<file path="src/rtl/owf_pkg.sv">
// ----------------------------------------------------------------------------
// owf_pkg
// Shared types and constants for the overlapping window framer.
// ----------------------------------------------------------------------------
package owf_pkg;

  localparam int WINDOW_MAX   = 64;
  localparam int MAX_CHANNELS = 4;
  localparam int WORD_BITS    = 32;
  localparam int IN_WORDS     = 4;

  localparam int PTR_W      = $clog2(WINDOW_MAX);
  localparam int CNT_W      = PTR_W + 1;
  localparam int SAMPLE_W   = IN_WORDS * WORD_BITS;
  localparam int CFG_IDX_W  = 2;
  localparam int CFG_DATA_W = 7;
  localparam int NCH_W      = 3;

  localparam logic [CFG_IDX_W-1:0] REG_WINDOW_LEN = 2'd0;
  localparam logic [CFG_IDX_W-1:0] REG_HOP        = 2'd1;
  localparam logic [CFG_IDX_W-1:0] REG_CHANNELS   = 2'd2;

  localparam logic [CFG_DATA_W-1:0] WINDOW_LEN_RST = 7'd64;
  localparam logic [CFG_DATA_W-1:0] HOP_RST        = 7'd32;
  localparam logic [NCH_W-1:0]      CHANNELS_RST   = 3'd1;

  // one window to read out: start slot and length
  typedef struct packed {
    logic [PTR_W-1:0] base;
    logic [CNT_W-1:0] len;
  } cmd_t;

  typedef struct packed {
    logic [1:0] count;
    cmd_t       e0;
    cmd_t       e1;
  } q_status_t;

  typedef struct packed {
    logic                en;
    logic [PTR_W-1:0]    addr;
    logic [SAMPLE_W-1:0] data;
  } ram_wr_t;

  typedef struct packed {
    logic [SAMPLE_W-1:0] data;
    logic [PTR_W-1:0]    pos;
    logic                last;
  } beat_t;

endpackage

</file>
<file path="src/rtl/owf_back.sv">
// ----------------------------------------------------------------------------
// owf_back
// Reads queued windows out of the sample store into a two-beat output buffer.
// ----------------------------------------------------------------------------
module owf_back import owf_pkg::*; (
  input  logic                 clk,
  input  logic                 rst,
  input  q_status_t            q_stat,
  output logic                 q_pop,
  output logic                 rd_en,
  output logic [PTR_W-1:0]     rd_addr,
  input  logic [SAMPLE_W-1:0]  rd_data,
  output logic                 out_valid,
  input  logic                 out_stall,
  output beat_t                out_beat
);

  logic [PTR_W-1:0] pos;
  logic             pend;
  logic [PTR_W-1:0] pend_pos;
  logic             pend_last;
  logic [1:0]       oc;
  beat_t            f0;
  beat_t            f1;
  beat_t            inb;
  logic             opop;
  logic             last;
  logic             room;

  always_comb begin
    opop      = (oc != 2'd0) && !out_stall;
    room      = (3'(oc) + 3'(pend)) <= (3'd1 + 3'(opop));
    rd_en     = (q_stat.count != 2'd0) && room;
    rd_addr   = q_stat.e0.base + pos;
    last      = ({1'b0, pos} + CNT_W'(1)) == q_stat.e0.len;
    q_pop     = rd_en && last;
    out_valid = oc != 2'd0;
    out_beat  = f0;
    inb.data  = rd_data;
    inb.pos   = pend_pos;
    inb.last  = pend_last;
  end

  always_ff @(posedge clk) begin
    if (rst) begin
      pos  <= '0;
      pend <= 1'b0;
      oc   <= '0;
    end else begin
      pend <= rd_en;
      oc   <= oc + 2'(pend) - 2'(opop);
      if (rd_en) begin
        pos <= last ? '0 : pos + PTR_W'(1);
      end
    end
  end

  always_ff @(posedge clk) begin
    if (rd_en) begin
      pend_pos  <= pos;
      pend_last <= last;
    end
    if (opop) begin
      f0 <= (pend && (oc == 2'd1)) ? inb : f1;
      if (pend) begin
        f1 <= inb;
      end
    end else if (pend) begin
      if (oc == 2'd0) begin
        f0 <= inb;
      end else begin
        f1 <= inb;
      end
    end
  end

endmodule

</file>
<file path="config.mk">
export PLATFORM = sky130hd
export DESIGN_NAME = owf_back
export DESIGN_NICKNAME = d
export VERILOG_FILES = /design/src/rtl/owf_pkg.sv /design/src/rtl/owf_back.sv
export SDC_FILE = /design/constraint.sdc
export NUM_CORES = 1
export LEC_CHECK = 0
export BUFFER_PORTS_ARGS = -buffer_cell sky130_fd_sc_hd__buf_4
export CORE_MARGIN = 4
export CORE_UTILIZATION = 40
export DETAILED_ROUTE_END_ITERATION = 8
export PLACE_DENSITY = 0.73
export SYNTH_ARGS = -nofsm -noshare
export SYNTH_HDL_FRONTEND = slang
export SYNTH_SLANG_ARGS = --single-unit
</file>
<file path="constraint.sdc">
create_clock -name clk -period 6.5 [get_ports clk]
set_input_delay 0.65 -clock clk [delete_from_list [all_inputs] [get_ports clk]]
set_output_delay 0.65 -clock clk [all_outputs]
set_load 0.005 [all_outputs]
</file>
[Word level (Yosys, flattened, before mapping)]
Cells that the tools add are included.
Storage, ports and cells
  output and inout port bits: 144
  bits of input ports: 159
  register bits: 286
Operators by class
  reduce and logical (&&, ||, !) cells: 12
  eq/ne operators: 3
  $lt $le $gt $ge: 1
  muxes and demuxes: 9
  add/subtract/negate cells: 7
Operators by type and width (number)
  $mux W135: 8
  $reduce_bool A2 Y1: 4
  $add A6 B1 Y7 const B: 1
  $eq A7 B7 Y1: 1
  $add A6 B1 Y6 const B: 1
  $add A6 B6 Y6: 1
  $mux W6: 1
  $logic_and A1 B1 Y1: 4
  $reduce_and A2 Y1: 2
  $add A2 B1 Y3: 1
  $le A3 B2 Y1: 1
  $add A1 B1 Y2 const A: 1
  $add A2 B1 Y2: 1
  $eq A2 B1 Y1 const B: 1
  $logic_not A2 Y1: 1
  $ne A2 B2 Y1 const B: 1
  $sub A2 B1 Y2: 1
  $logic_not A1 Y1: 1

[Logic depth before layout (Yosys ltp)]
Gate-level depths: netlist (run 1).
  depth in word-level cells: 6
  depth in mapped cells: 10
  mapped depth without buffers: 9

[Least setup slack after synthesis (run 1)]
OpenSTA, ideal clock, no wires.
  path type: reg-to-reg
  from: register oc[0]
  to: register f1[0] (netlist bit), enable pin
  data required time: 5853 ps
  buffers on the path: 0
  stages on the path, launching flop included: 3
  setup slack: -594 ps
  arrival: 6447 ps
  cell sequence: dfxtp_1 > nor2_1 > nor2b_1
Between the ends
  word-level cells in the longest chain between the ends: 4
  elaborated cells between the ends (all ways): 5
  those cells by class: eq/ne: 1; reduce/logical: 4
RTL lines
  start, declared: line owf_back.sv:22  | logic [1:0] oc;
  start signal, assigned: line owf_back.sv:51  | oc <= oc + 2'(pend) - 2'(opop);
  $reduce_bool A2 Y1: line owf_back.sv:31  | opop = (oc != 2'd0) && !out_stall;
  $logic_and A1 B1 Y1: line owf_back.sv:31
  $ne A2 B2 Y1 (no line) *
  $reduce_and A2 Y1 (no line) *
  end signal, assigned: line owf_back.sv:66  | f1 <= inb;
  end signal, assigned: line owf_back.sv:72  | f1 <= inb;
  end, declared: line owf_back.sv:24  | beat_t f1;
Every way passes the cells marked *; elsewhere a longest branch is shown, timed or not.
A chain may end at the register's enable or synchronous reset.

[Worst setup path in the final report (run 1)]
  from: register oc[0]
  to: output rd_en
Between the ends
  word-level cells in the longest chain between the ends: 5
  elaborated cells between the ends (all ways): 6
  those cells by class: add/sub: 2; order compare: 1; reduce/logical: 3
RTL lines
  $reduce_bool A2 Y1: line owf_back.sv:31
  $logic_and A1 B1 Y1: line owf_back.sv:31
  $add A1 B1 Y2: line owf_back.sv:32  | room = (3'(oc) + 3'(pend)) <= (3'd1 + 3'(opop));
  $le A3 B2 Y1 *: line owf_back.sv:32
  $logic_and A1 B1 Y1 *: line owf_back.sv:33  | rd_en = (q_stat.count != 2'd0) && room;
  end, declared: line owf_back.sv:10  | output logic rd_en,
Marked as above.

==> results.ini, run 1 <==
[critical_path]
r2r_end=pos[1]$_SDFFE_PP0P_
critPathTopFamily=buffers and inverters
endpoint=rd_en
cpPeakStageDelay_ns=0.49
worst-setup-path-type=flop to output pin
crit_required_ns=5.85
worstReg2RegStart=oc[0]$_SDFF_PP0_
crit_buf_inv=3
end_kind=output pin
startpoint=oc[0]$_SDFF_PP0_
cp.arrival_ns=2.93
crit_path_top_delay_cell=fa_1
path_cells=nor2_1 > nor2_1 > fa_1 > o31a_1 > o22ai_1 > buf_4 > inv_1 > buf_4
ff2ff_setup_slack_ns=4.00
r2r.worst_path.cells=9
crit_fanout=14
path_depth=8
worst_setup_path_start_kind=flop

[grt]
track_usage_pct=14.79
grt_pass1_wl_mm=35.96
grt_antenna_before_repair=0
grt-ovfl-total=0
grt_max_degree=73
grt_pass1_vias=6354

[sta]
period_share_pct=55.15
setup_viol=0
clock.fmax_mhz=279.0
slew_viol_final=0
slew_headroom_pct=33.75
min_period_ns=3.585
finalHoldViolations=0
fin_worst_skew_ns=0.009495
rsz0062_at_grt=no
fin_setup_tns_ns=0
worst_pin_slew_ns=0.9938

[synthesis]
syn_nets=713
synth.distinct_cells=34
syn_area_sq_um=10840
yosys.area.top_type=edfxtp_1
synthTopCellsByArea=edfxtp_1, mux2_2, dfxtp_1
ys_seq_area_share_pct=78.43
yosys.area.top_type_share_pct=76.77
ys_seq_elements=286
avgSynthCellArea_sq_um=19.99
ys_warn_count=0
synth_cells=542

[floorplanning]
start_util_pct=41.11
rows=59
die_x_microns=172.6
pin_count=303
dieArea_sq_um=29790
die_y_microns=172.6
core_area_sq_um=26350

[power]
p_sw_share_pct=25.43
p_per_area_nw_per_um2=416.7
p_leak_nw=5.487
irDropWorstVdd_v=0.0002067
comb_power_share_pct=23.0
power_switching_mw=1.531
seqPwrFrac_pct=46.9
power.total_mw=6.020
p_int_mw=4.489
p_clk_share_pct=30.1

[layout]
post-route-util_pct=54.82
final_nets=1020
drive_gt1_share_pct=54.99
syn_to_final_growth_pct=33.33
final_area_sq_um=14450
antennaDiodeCount=0

[routing]
drt-initial-drc-count=358
drc_errors=0
vias=5899
routed_wl_mm=22.92
first_pass_iters=4
wire_per_inst_microns=19.01
drtAntennaViolNets=0
viasPerCell=4.891

[placement]
port_buffers=289
place_area_sq_um=13390
place_hpwl_mm=15.47
gp_congestion=0.7646

[clocking]
h-tree-depth=1
clk_latency_ns=0.54
cts_tree=built
cts_buffers=30
clk_pin_slew_ns=0.06
cts.sinks=286
root_buffer=clkbuf_16
post_cts_buffers=0
cts_hold_buf=0
postCtsResizedCells=0
cts_buffer_depth=3

[run]
drv_cap=0

[outcome]
outcome=finished clean

[hold_path]
hp-class=input pin to flop

## synth_stat cells
| library cell | instances |
|---|---|
| nor3b_1 | 3 |
| nand2b_1 | 1 |
| a2111oi_1 | 1 |
| xnor2_1 | 7 |
| ha_1 | 10 |
| mux2_2 | 135 |
| o22ai_1 | 5 |
| clkbuf_1 | 3 |
| or3b_1 | 1 |
| buf_6 | 1 |
| nand3_1 | 3 |
| dfxtp_1 | 9 |
| nor3_1 | 5 |
| o31a_1 | 1 |
| or2_2 | 1 |
| buf_2 | 17 |
| edfxtp_1 | 277 |
| and4_1 | 1 |
| a21o_1 | 2 |
| nor2b_1 | 3 |
| nand2_1 | 11 |
| o211ai_2 | 1 |
| or3_1 | 1 |
| nor2_1 | 8 |
| o21bai_1 | 1 |
| fa_1 | 2 |
| xnor3_1 | 1 |
| inv_1 | 8 |
| and4b_1 | 1 |
| o221ai_2 | 1 |
| a21oi_1 | 9 |
| o21ai_0 | 3 |
| xor2_1 | 6 |
| and2_1 | 3 |
## worst min path at each step
stage,from,endpoint,slack (ns),depth (start not counted)
after floorplan,pos[5]$_SDFFE_PP0P_,pend_pos[5]$_DFFE_PP_,0.40,0
after CTS,rd_data[60],f1[67]$_DFFE_PP_,0.26,1
after global routing,rd_data[107],f1[114]$_DFFE_PP_,0.26,1
after global placement,pend_pos[4]$_DFFE_PP_,f1[5]$_DFFE_PP_,0.42,0
after detailed placement,pend_pos[5]$_DFFE_PP_,f1[6]$_DFFE_PP_,0.43,0
final,rd_data[118],f1[125]$_DFFE_PP_,0.29,1
## cells in the final DEF (no fill, tap or decap), types with 2 or more instances in the layout
cell type  Yosys  routed
nor2b_1        3       2
clkinv_2       0       3
nor2_1         8       8
and2_1         3       3
ha_1          10      10
clkbuf_1       3       3
o22ai_1        5       5
o21ai_0        3       3
nor3_1         5       5
bufinv_16      0       7
nor3b_1        3       3
dfxtp_1        9       9
buf_4          0     296
edfxtp_1     277     277
xor2_1         6       6
nand2_1       11      10
fa_1           2       2
mux2_2       135     135
inv_1          8       8
nand3_1        3       3
clkinv_1       0       9
clkbuf_16      0      31
a21oi_1        9       9
xnor2_1        7       7
## power by group through the flow
stage	registers [mW]	clock network (mW)	logic, mW
2_1_floorplan	2.95	0	0.560
3_3_place_gp	2.85	0	1.40
3_5_place_dp	2.87	0	1.42
4_1_cts	2.84	1.86	1.42
5_1_grt	2.87	1.94	1.51
6_report	2.83	1.81	1.38
## state kept, by name, indices dropped and copies added (netlist names)
name / cells
oc: 2
pend_pos: 6
out_beat: 135
pend: 1
pos: 6
pend_last: 1
f1: 135
## final cells by class
class / count / area [sq um]
fill: 2094 / 11910
inverter: 8 / 30.03
clock inverter: 20 / 267.8
timing repair buffer: 296 / 2222
clock buffer: 34 / 787.0
sequential: 286 / 8498
multi-input combinational: 227 / 2222
tap: 335 / 419.2
## kinds of logic after synthesis
logic type	count (synthesis)	share of synthesized area (%)
XOR/XNOR	14	1.259
adder cells (fa/ha/maj)	12	1.524
AO/OA/AOI/OAI	24	1.478
multiplexers	135	14.03
flip-flops	286	78.43
buffers and inverters	29	1.270
AND/OR/NAND/NOR	42	2.009
## per-layer routing
| layer | global-route usage (%) | vias to the layer above | share of wire [%] |
|---|---|---|---|
| li1 | - | 2732 | - |
| met1 | 18.56 | 2898 | 40 |
| met2 | 24.52 | 213 | 49 |
| met3 | 4.170 | 56 | 7.4 |
| met4 | 5.788 | 0 | 3.8 |
| met5 | 0 | - | 0 |
## through the flow
step                std cells  worst slack, ns  hold slack [ns]
global route             1206            2.703           0.2646
floorplan                 542            2.056           0.4029
finish                   1206            2.915           0.2926
CTS                      1206            2.881           0.2577
global placement         1152            3.347           0.4227
detailed placement       1152            3.342           0.4328
Note: power is estimated with default switching activity, not from simulation.
==> run 2, diff against run 1 <==
Settings changed: PLACE_DENSITY 0.73 to 0.71.
Clock period 6.5 ns to 3.3 ns, I/O delays scaled along.
==> run 2 against run 1 <==
Compared with the run above:
- die area unchanged
- register-to-register slack got worse by 3.1 ns
- first-iteration DRC count increased by 2.5%
- sequential share of layout area is 4.8 points lower
- flip-flop and latch count stayed put
- worst hold slack worse by 0.083 ns
- global-route usage grew 1.3 points
- core utilization increased by 4.9 points
- clock power grew 87%
- sequential power is 96% higher
- power increased by 98%
- clock skew grew 0.0062 ns
- critical path type unchanged
- largest cell class unchanged
==> results.ini, run 2 (synthesized netlist as in run 1, its figures left out) <==
[clocking]
root_buffer=clkbuf_16
clk_latency_ns=0.55
cts_tree=built
h-tree-depth=1
cts_buffer_depth=3
clk_pin_slew_ns=0.06
cts.sinks=286
cts_buffers=31

[sta]
finalHoldViolations=0
min_period_ns=3.034
fin_worst_skew_ns=0.01571
slew_headroom_pct=40.56
rsz0062_at_grt=no
hold_ws_ns=0.2093
worst_pin_slew_ns=0.8917
setup_viol=0
fin_setup_tns_ns=0
period_share_pct=91.94
clock.fmax_mhz=329.6
slew_viol_final=0

[layout]
instances_no_fill=1339
final_cell_mix=buf_4, edfxtp_1, mux2_2
final_nets=1150
post-route-util_pct=59.74
syn_to_final_growth_pct=45.30
drive_gt1_share_pct=48.26
layout_commonest_cell=buf_4
final_area_sq_um=15740

[grt]
grt_max_degree=136
grt_pass1_vias=7021
track_usage_pct=16.05
grt-ovfl-total=0
grt_pass1_wl_mm=39.18
grt_antenna_before_repair=0

[placement]
gp_congestion=0.8080
place_area_sq_um=13420
dp_cells=1150
port_buffers=289
place_hpwl_mm=15.01

[routing]
drtAntennaViolNets=0
vias=6444
first_pass_iters=4
viasPerCell=4.813
routed_wl_mm=24.72
drc_errors=0
drt-initial-drc-count=367
wire_per_inst_microns=18.46

[critical_path]
startpoint=oc[0]$_SDFF_PP0_
cp.arrival_ns=2.70
worst-setup-path-type=flop to output pin
worstReg2RegStart=oc[0]$_SDFF_PP0_
end_kind=output pin
worst_setup_path_start_kind=flop
crit_fanout=14
crit_required_ns=2.97

[power]
power_switching_mw=3.127
comb_power_share_pct=24.9
p_clk_share_pct=28.4
seqPwrFrac_pct=46.7
p_leak_nw=6.011
p_sw_share_pct=26.24
irDropWorstVdd_v=0.0005131
p_per_area_nw_per_um2=756.8
p_int_mw=8.788

[floorplanning]
start_util_pct=41.11
dieArea_sq_um=29790
pin_count=303
die_y_microns=172.6
rows=59
core_area_sq_um=26350
die_x_microns=172.6

[run]
drv_cap=0

[outcome]
outcome=finished clean

[hold_path]
hp-class=input pin to flop
min_from=out_stall

-- run 2: layout make-up --
type / count / area, sq um
Inverter: 8 / 33.78
Multi-Input combinational cell: 227 / 2233
Tap cell: 335 / 419.2
Clock inverter: 15 / 158.9
Antenna cell: 1 / 2.502
Sequential cell: 286 / 8498
Clock buffer: 42 / 847.1
Fill cell: 1925 / 10610
Timing Repair Buffer: 425 / 3551
-- run 2: repair_timing --
item,CTS,global route
gates resized for setup,0,2
endpoints found under the setup margin,0,1
endpoints found under the hold margin,135,0
setup buffers,0,2
hold buffers,129,0
-- run 2: path summary, 6_finish.rpt --
kind / end / slack (ns) / cells after the start
worst max-delay path: rd_en / 0.27 / 8
worst min-delay path: oc[1]$_SDFF_PP0_ / 0.21 / 4
worst max register to register: pos[1]$_SDFFE_PP0P_ / 0.88 / 10
worst min register to register: f1[4]$_DFFE_PP_ / 0.45 / 0
-- run 2: routing by layer --
metal / vias to the layer above / global-route usage, % / routed length (microns)
met1: 3178 / 19.73 / 9940
met3: 48 / 5.066 / 1812
li1: 2992 / - / -
met4: 0 / 4.424 / 658
met5: - / 0 / 0
met2: 226 / 27.62 / 12310
-- run 2: worst max-delay path, stage by stage, from the launching register on --
cell	delay (ns)
dfxtp_1	0.36
nor2_2	0.25
nor2_1	0.11
fa_1	0.49
o31a_1	0.31
o22ai_1	0.14
buf_4	0.23
clkinvlp_4	0.13
buf_4	0.14
-- run 2: power groups by stage --
stage | combinational, mW | sequential [mW] | clock (mW)
2_1_floorplan | 1.11 | 5.73 | 0
3_3_place_gp | 2.82 | 5.60 | 0
3_5_place_dp | 2.85 | 5.63 | 0
4_1_cts | 2.99 | 5.56 | 3.49
5_1_grt | 3.22 | 5.65 | 3.66
6_report | 2.97 | 5.56 | 3.39
-- run 2: stage by stage --
step | worst slack, ns | total power, mW
2_1_floorplan | 0.3747 | 6.837
3_3_place_gp | 0.6969 | 8.425
3_5_place_dp | 0.6576 | 8.481
4_1_cts | 0.03381 | 12.04
5_1_grt | 0.08834 | 12.54
6_report | 0.2660 | 11.91
==> run 3, diff against run 2 <==
Settings changed: ABC_AREA set to 1, GPL_TIMING_DRIVEN set to 0.
==> run 3 against run 2 <==
Compared with the run above:
- core utilization grew 0.49 points
- fmax grew 0.43%
- global-route usage shrank 0.29 points
- largest cell class unchanged
- largest power group unchanged
==> results.ini, run 3 <==
[critical_path]
ff2ff_setup_slack_ns=0.81
worstReg2RegStart=oc[0]$_SDFF_PP0_
startpoint=oc[0]$_SDFF_PP0_
worst-setup-path-type=flop to output pin
endpoint=rd_en
crit_fanout=11
crit_required_ns=2.97
r2r_end=pos[1]$_SDFFE_PP0P_
end_kind=output pin
worst_setup_path_start_kind=flop
cp.arrival_ns=2.69
r2r.worst_path.cells=14

[placement]
gp_congestion=0.7716
port_buffers=289
place_hpwl_mm=16.56
place_area_sq_um=13950

[sta]
min_period_ns=3.021
slew_headroom_pct=42.28
rsz0062_at_grt=no
setup_viol=0
slew_viol_final=0
period_share_pct=91.54
hold_ws_ns=0.2561
fin_worst_skew_ns=0.008926
fin_setup_tns_ns=0
clock.fmax_mhz=331.0
worst_pin_slew_ns=0.8637
finalHoldViolations=0

[clocking]
cts_tree=built
cts_buffer_depth=3
clk_latency_ns=0.53
clk_pin_slew_ns=0.06
cts.sinks=286
root_buffer=clkbuf_16
cts_buffers=31
h-tree-depth=1

[layout]
final-seq-area_sq_um=8498
syn_to_final_growth_pct=47.05
multi_input_area_sq_um=2405
drive_gt1_share_pct=47.79
final_cell_mix=buf_4, edfxtp_1, dlygate4sd3_1
fill_cells=1991
final_nets=1211
final_area_sq_um=16320
layout_commonest_cell=buf_4
post-route-util_pct=60.23

[synthesis]
syn_area_sq_um=11100
synthTopCellsByArea=edfxtp_1, mux2_2, mux2_4
ys_seq_area_share_pct=76.56
synth.distinct_cells=25
synth_cells=577
ys_warn_count=0
synthTopCellsByCount=edfxtp_1, mux2_2, mux2_4, nand2_1, inv_1
ys_dominant_reg_cell=edfxtp_1
yosys.area.top_type=edfxtp_1
synthArstFlopShare_pct=0
yosys.cell_count.top_type=edfxtp_1
avgSynthCellArea_sq_um=19.24
yosys.area.top_type_share_pct=74.94
syn_nets=748
synth_edf_count=277
ys_seq_elements=286

[routing]
drt-initial-drc-count=357
drtAntennaViolNets=0
first_pass_iters=4
viasPerCell=4.584
drc_errors=0
wire_per_inst_microns=17.41
routed_wl_mm=25.01
vias=6587

[hold_path]
hp-class=input pin to flop

[run]
drv_cap=0

[grt]
grt_max_degree=33
grt_pass1_wl_mm=38.59
grt_antenna_before_repair=1
grt_pass1_vias=7056
track_usage_pct=15.77
grt-ovfl-total=0

[outcome]
outcome=finished clean

[floorplanning]
dieArea_sq_um=30480
start_util_pct=40.96
core_area_sq_um=27100
die_x_microns=174.6
die_y_microns=174.6
rows=60
pin_count=303

[power]
p_per_area_nw_per_um2=828.3
irDropWorstVdd_v=0.0005199
p_leak_nw=6.595

-- run 3: changes by cell type after synthesis, sizes merged, moves of 3 or more --
cell	before	now
xnor2	7	2
nand3	3	14
nor3	5	0
inv	8	32
and2	3	0
clkbuf	3	0
o21ai	3	6
nor2	8	11
a21oi	9	6
o22ai	5	0
nor3b	3	0
nor2b	3	0
buf	18	14
nand2	11	46
-- run 3: worst max-delay path, stage by stage (launching register included) --
cell and delay [ns]:
dfxtp_1 0.47, ha_1 0.22, inv_1 0.05, fa_1 0.42, inv_1 0.08, nand2_1 0.05
o21ai_0 0.37, a21boi_4 0.14, buf_4 0.20, buf_4 0.15
-- run 3: per-stage QoR --
stage / worst slack, ns / std cells / total power, mW
3_5_place_dp: 0.4143 / 1247 / 9.936
3_3_place_gp: -1.221 / 1238 / 9.749
4_1_cts: 0.01688 / 1432 / 13.64
2_1_floorplan: 0.003027 / 577 / 7.726
6_report: 0.2790 / 1437 / 13.52
5_1_grt: 0.05946 / 1437 / 14.25
-- run 3: cell families (layout without fill, tap and decap cells) --
| group | Yosys count | count (layout) | synth area share [%] |
|---|---|---|---|
| buffers and inverters | 46 | 532 | 2.052 |
| xor gates and xnor gates | 9 | 9 | 0.7102 |
| DFF | 286 | 286 | 76.56 |
| muxes | 135 | 135 | 15.39 |
| AOI/OAI and AO/OA | 14 | 14 | 0.7102 |
| adders and majority gates | 12 | 12 | 1.488 |
| and+or+nand+nor | 75 | 75 | 3.089 |
| other | 0 | 2 | 0 |
-- run 3: how the worst min path moves through the flow --
stage / from / to / slack (ns) / cells past startpoint
after floorplan: rst / oc[0]$_SDFF_PP0_ / 0.40 / 1
after global placement: pend_pos[4]$_DFFE_PP_ / f1[5]$_DFFE_PP_ / 0.42 / 0
after detailed placement: pend_pos[4]$_DFFE_PP_ / f1[5]$_DFFE_PP_ / 0.43 / 0
after CTS: out_stall / oc[1]$_SDFF_PP0_ / 0.23 / 4
after global routing: out_stall / oc[1]$_SDFF_PP0_ / 0.25 / 4
final: out_stall / oc[1]$_SDFF_PP0_ / 0.26 / 4
-- run 3: per-layer routing --
metal,vias up,part of all wire [%],GRT usage (%)
met5,-,0,0
met4,0,3.6,5.499
met3,53,7.6,4.890
met2,229,49,26.87
met1,3195,40,19.10
li1,3110,-,-
-- run 3: cell type report --
class,instances,area share [%]
multi-input cells,245,14.73
inverters,32,0.7359
diodes,2,0.03066
clock inverters,23,1.587
flip-flops and latches,286,52.07
repair buffers,430,22.54
well taps,372,2.852
plain buffers,14,0.6593
clock buffers,33,4.799
-- run 3: power by group --
group	total (mW)	switching (mW)	internal (mW)
Clock	3.51	1.40	2.11
Sequential	5.96	0.385	5.58
Combinational	4.05	1.91	2.14
-- run 3: what timing repair did --
item                                   in CTS  in global routing
hold buffers                              129                  0
buffers inserted                            0                  3
setup endpoints to repair                   1                  1
endpoints found under the hold margin     130                  0
pin swaps                                   0                  1
gates resized for setup                     1                  0
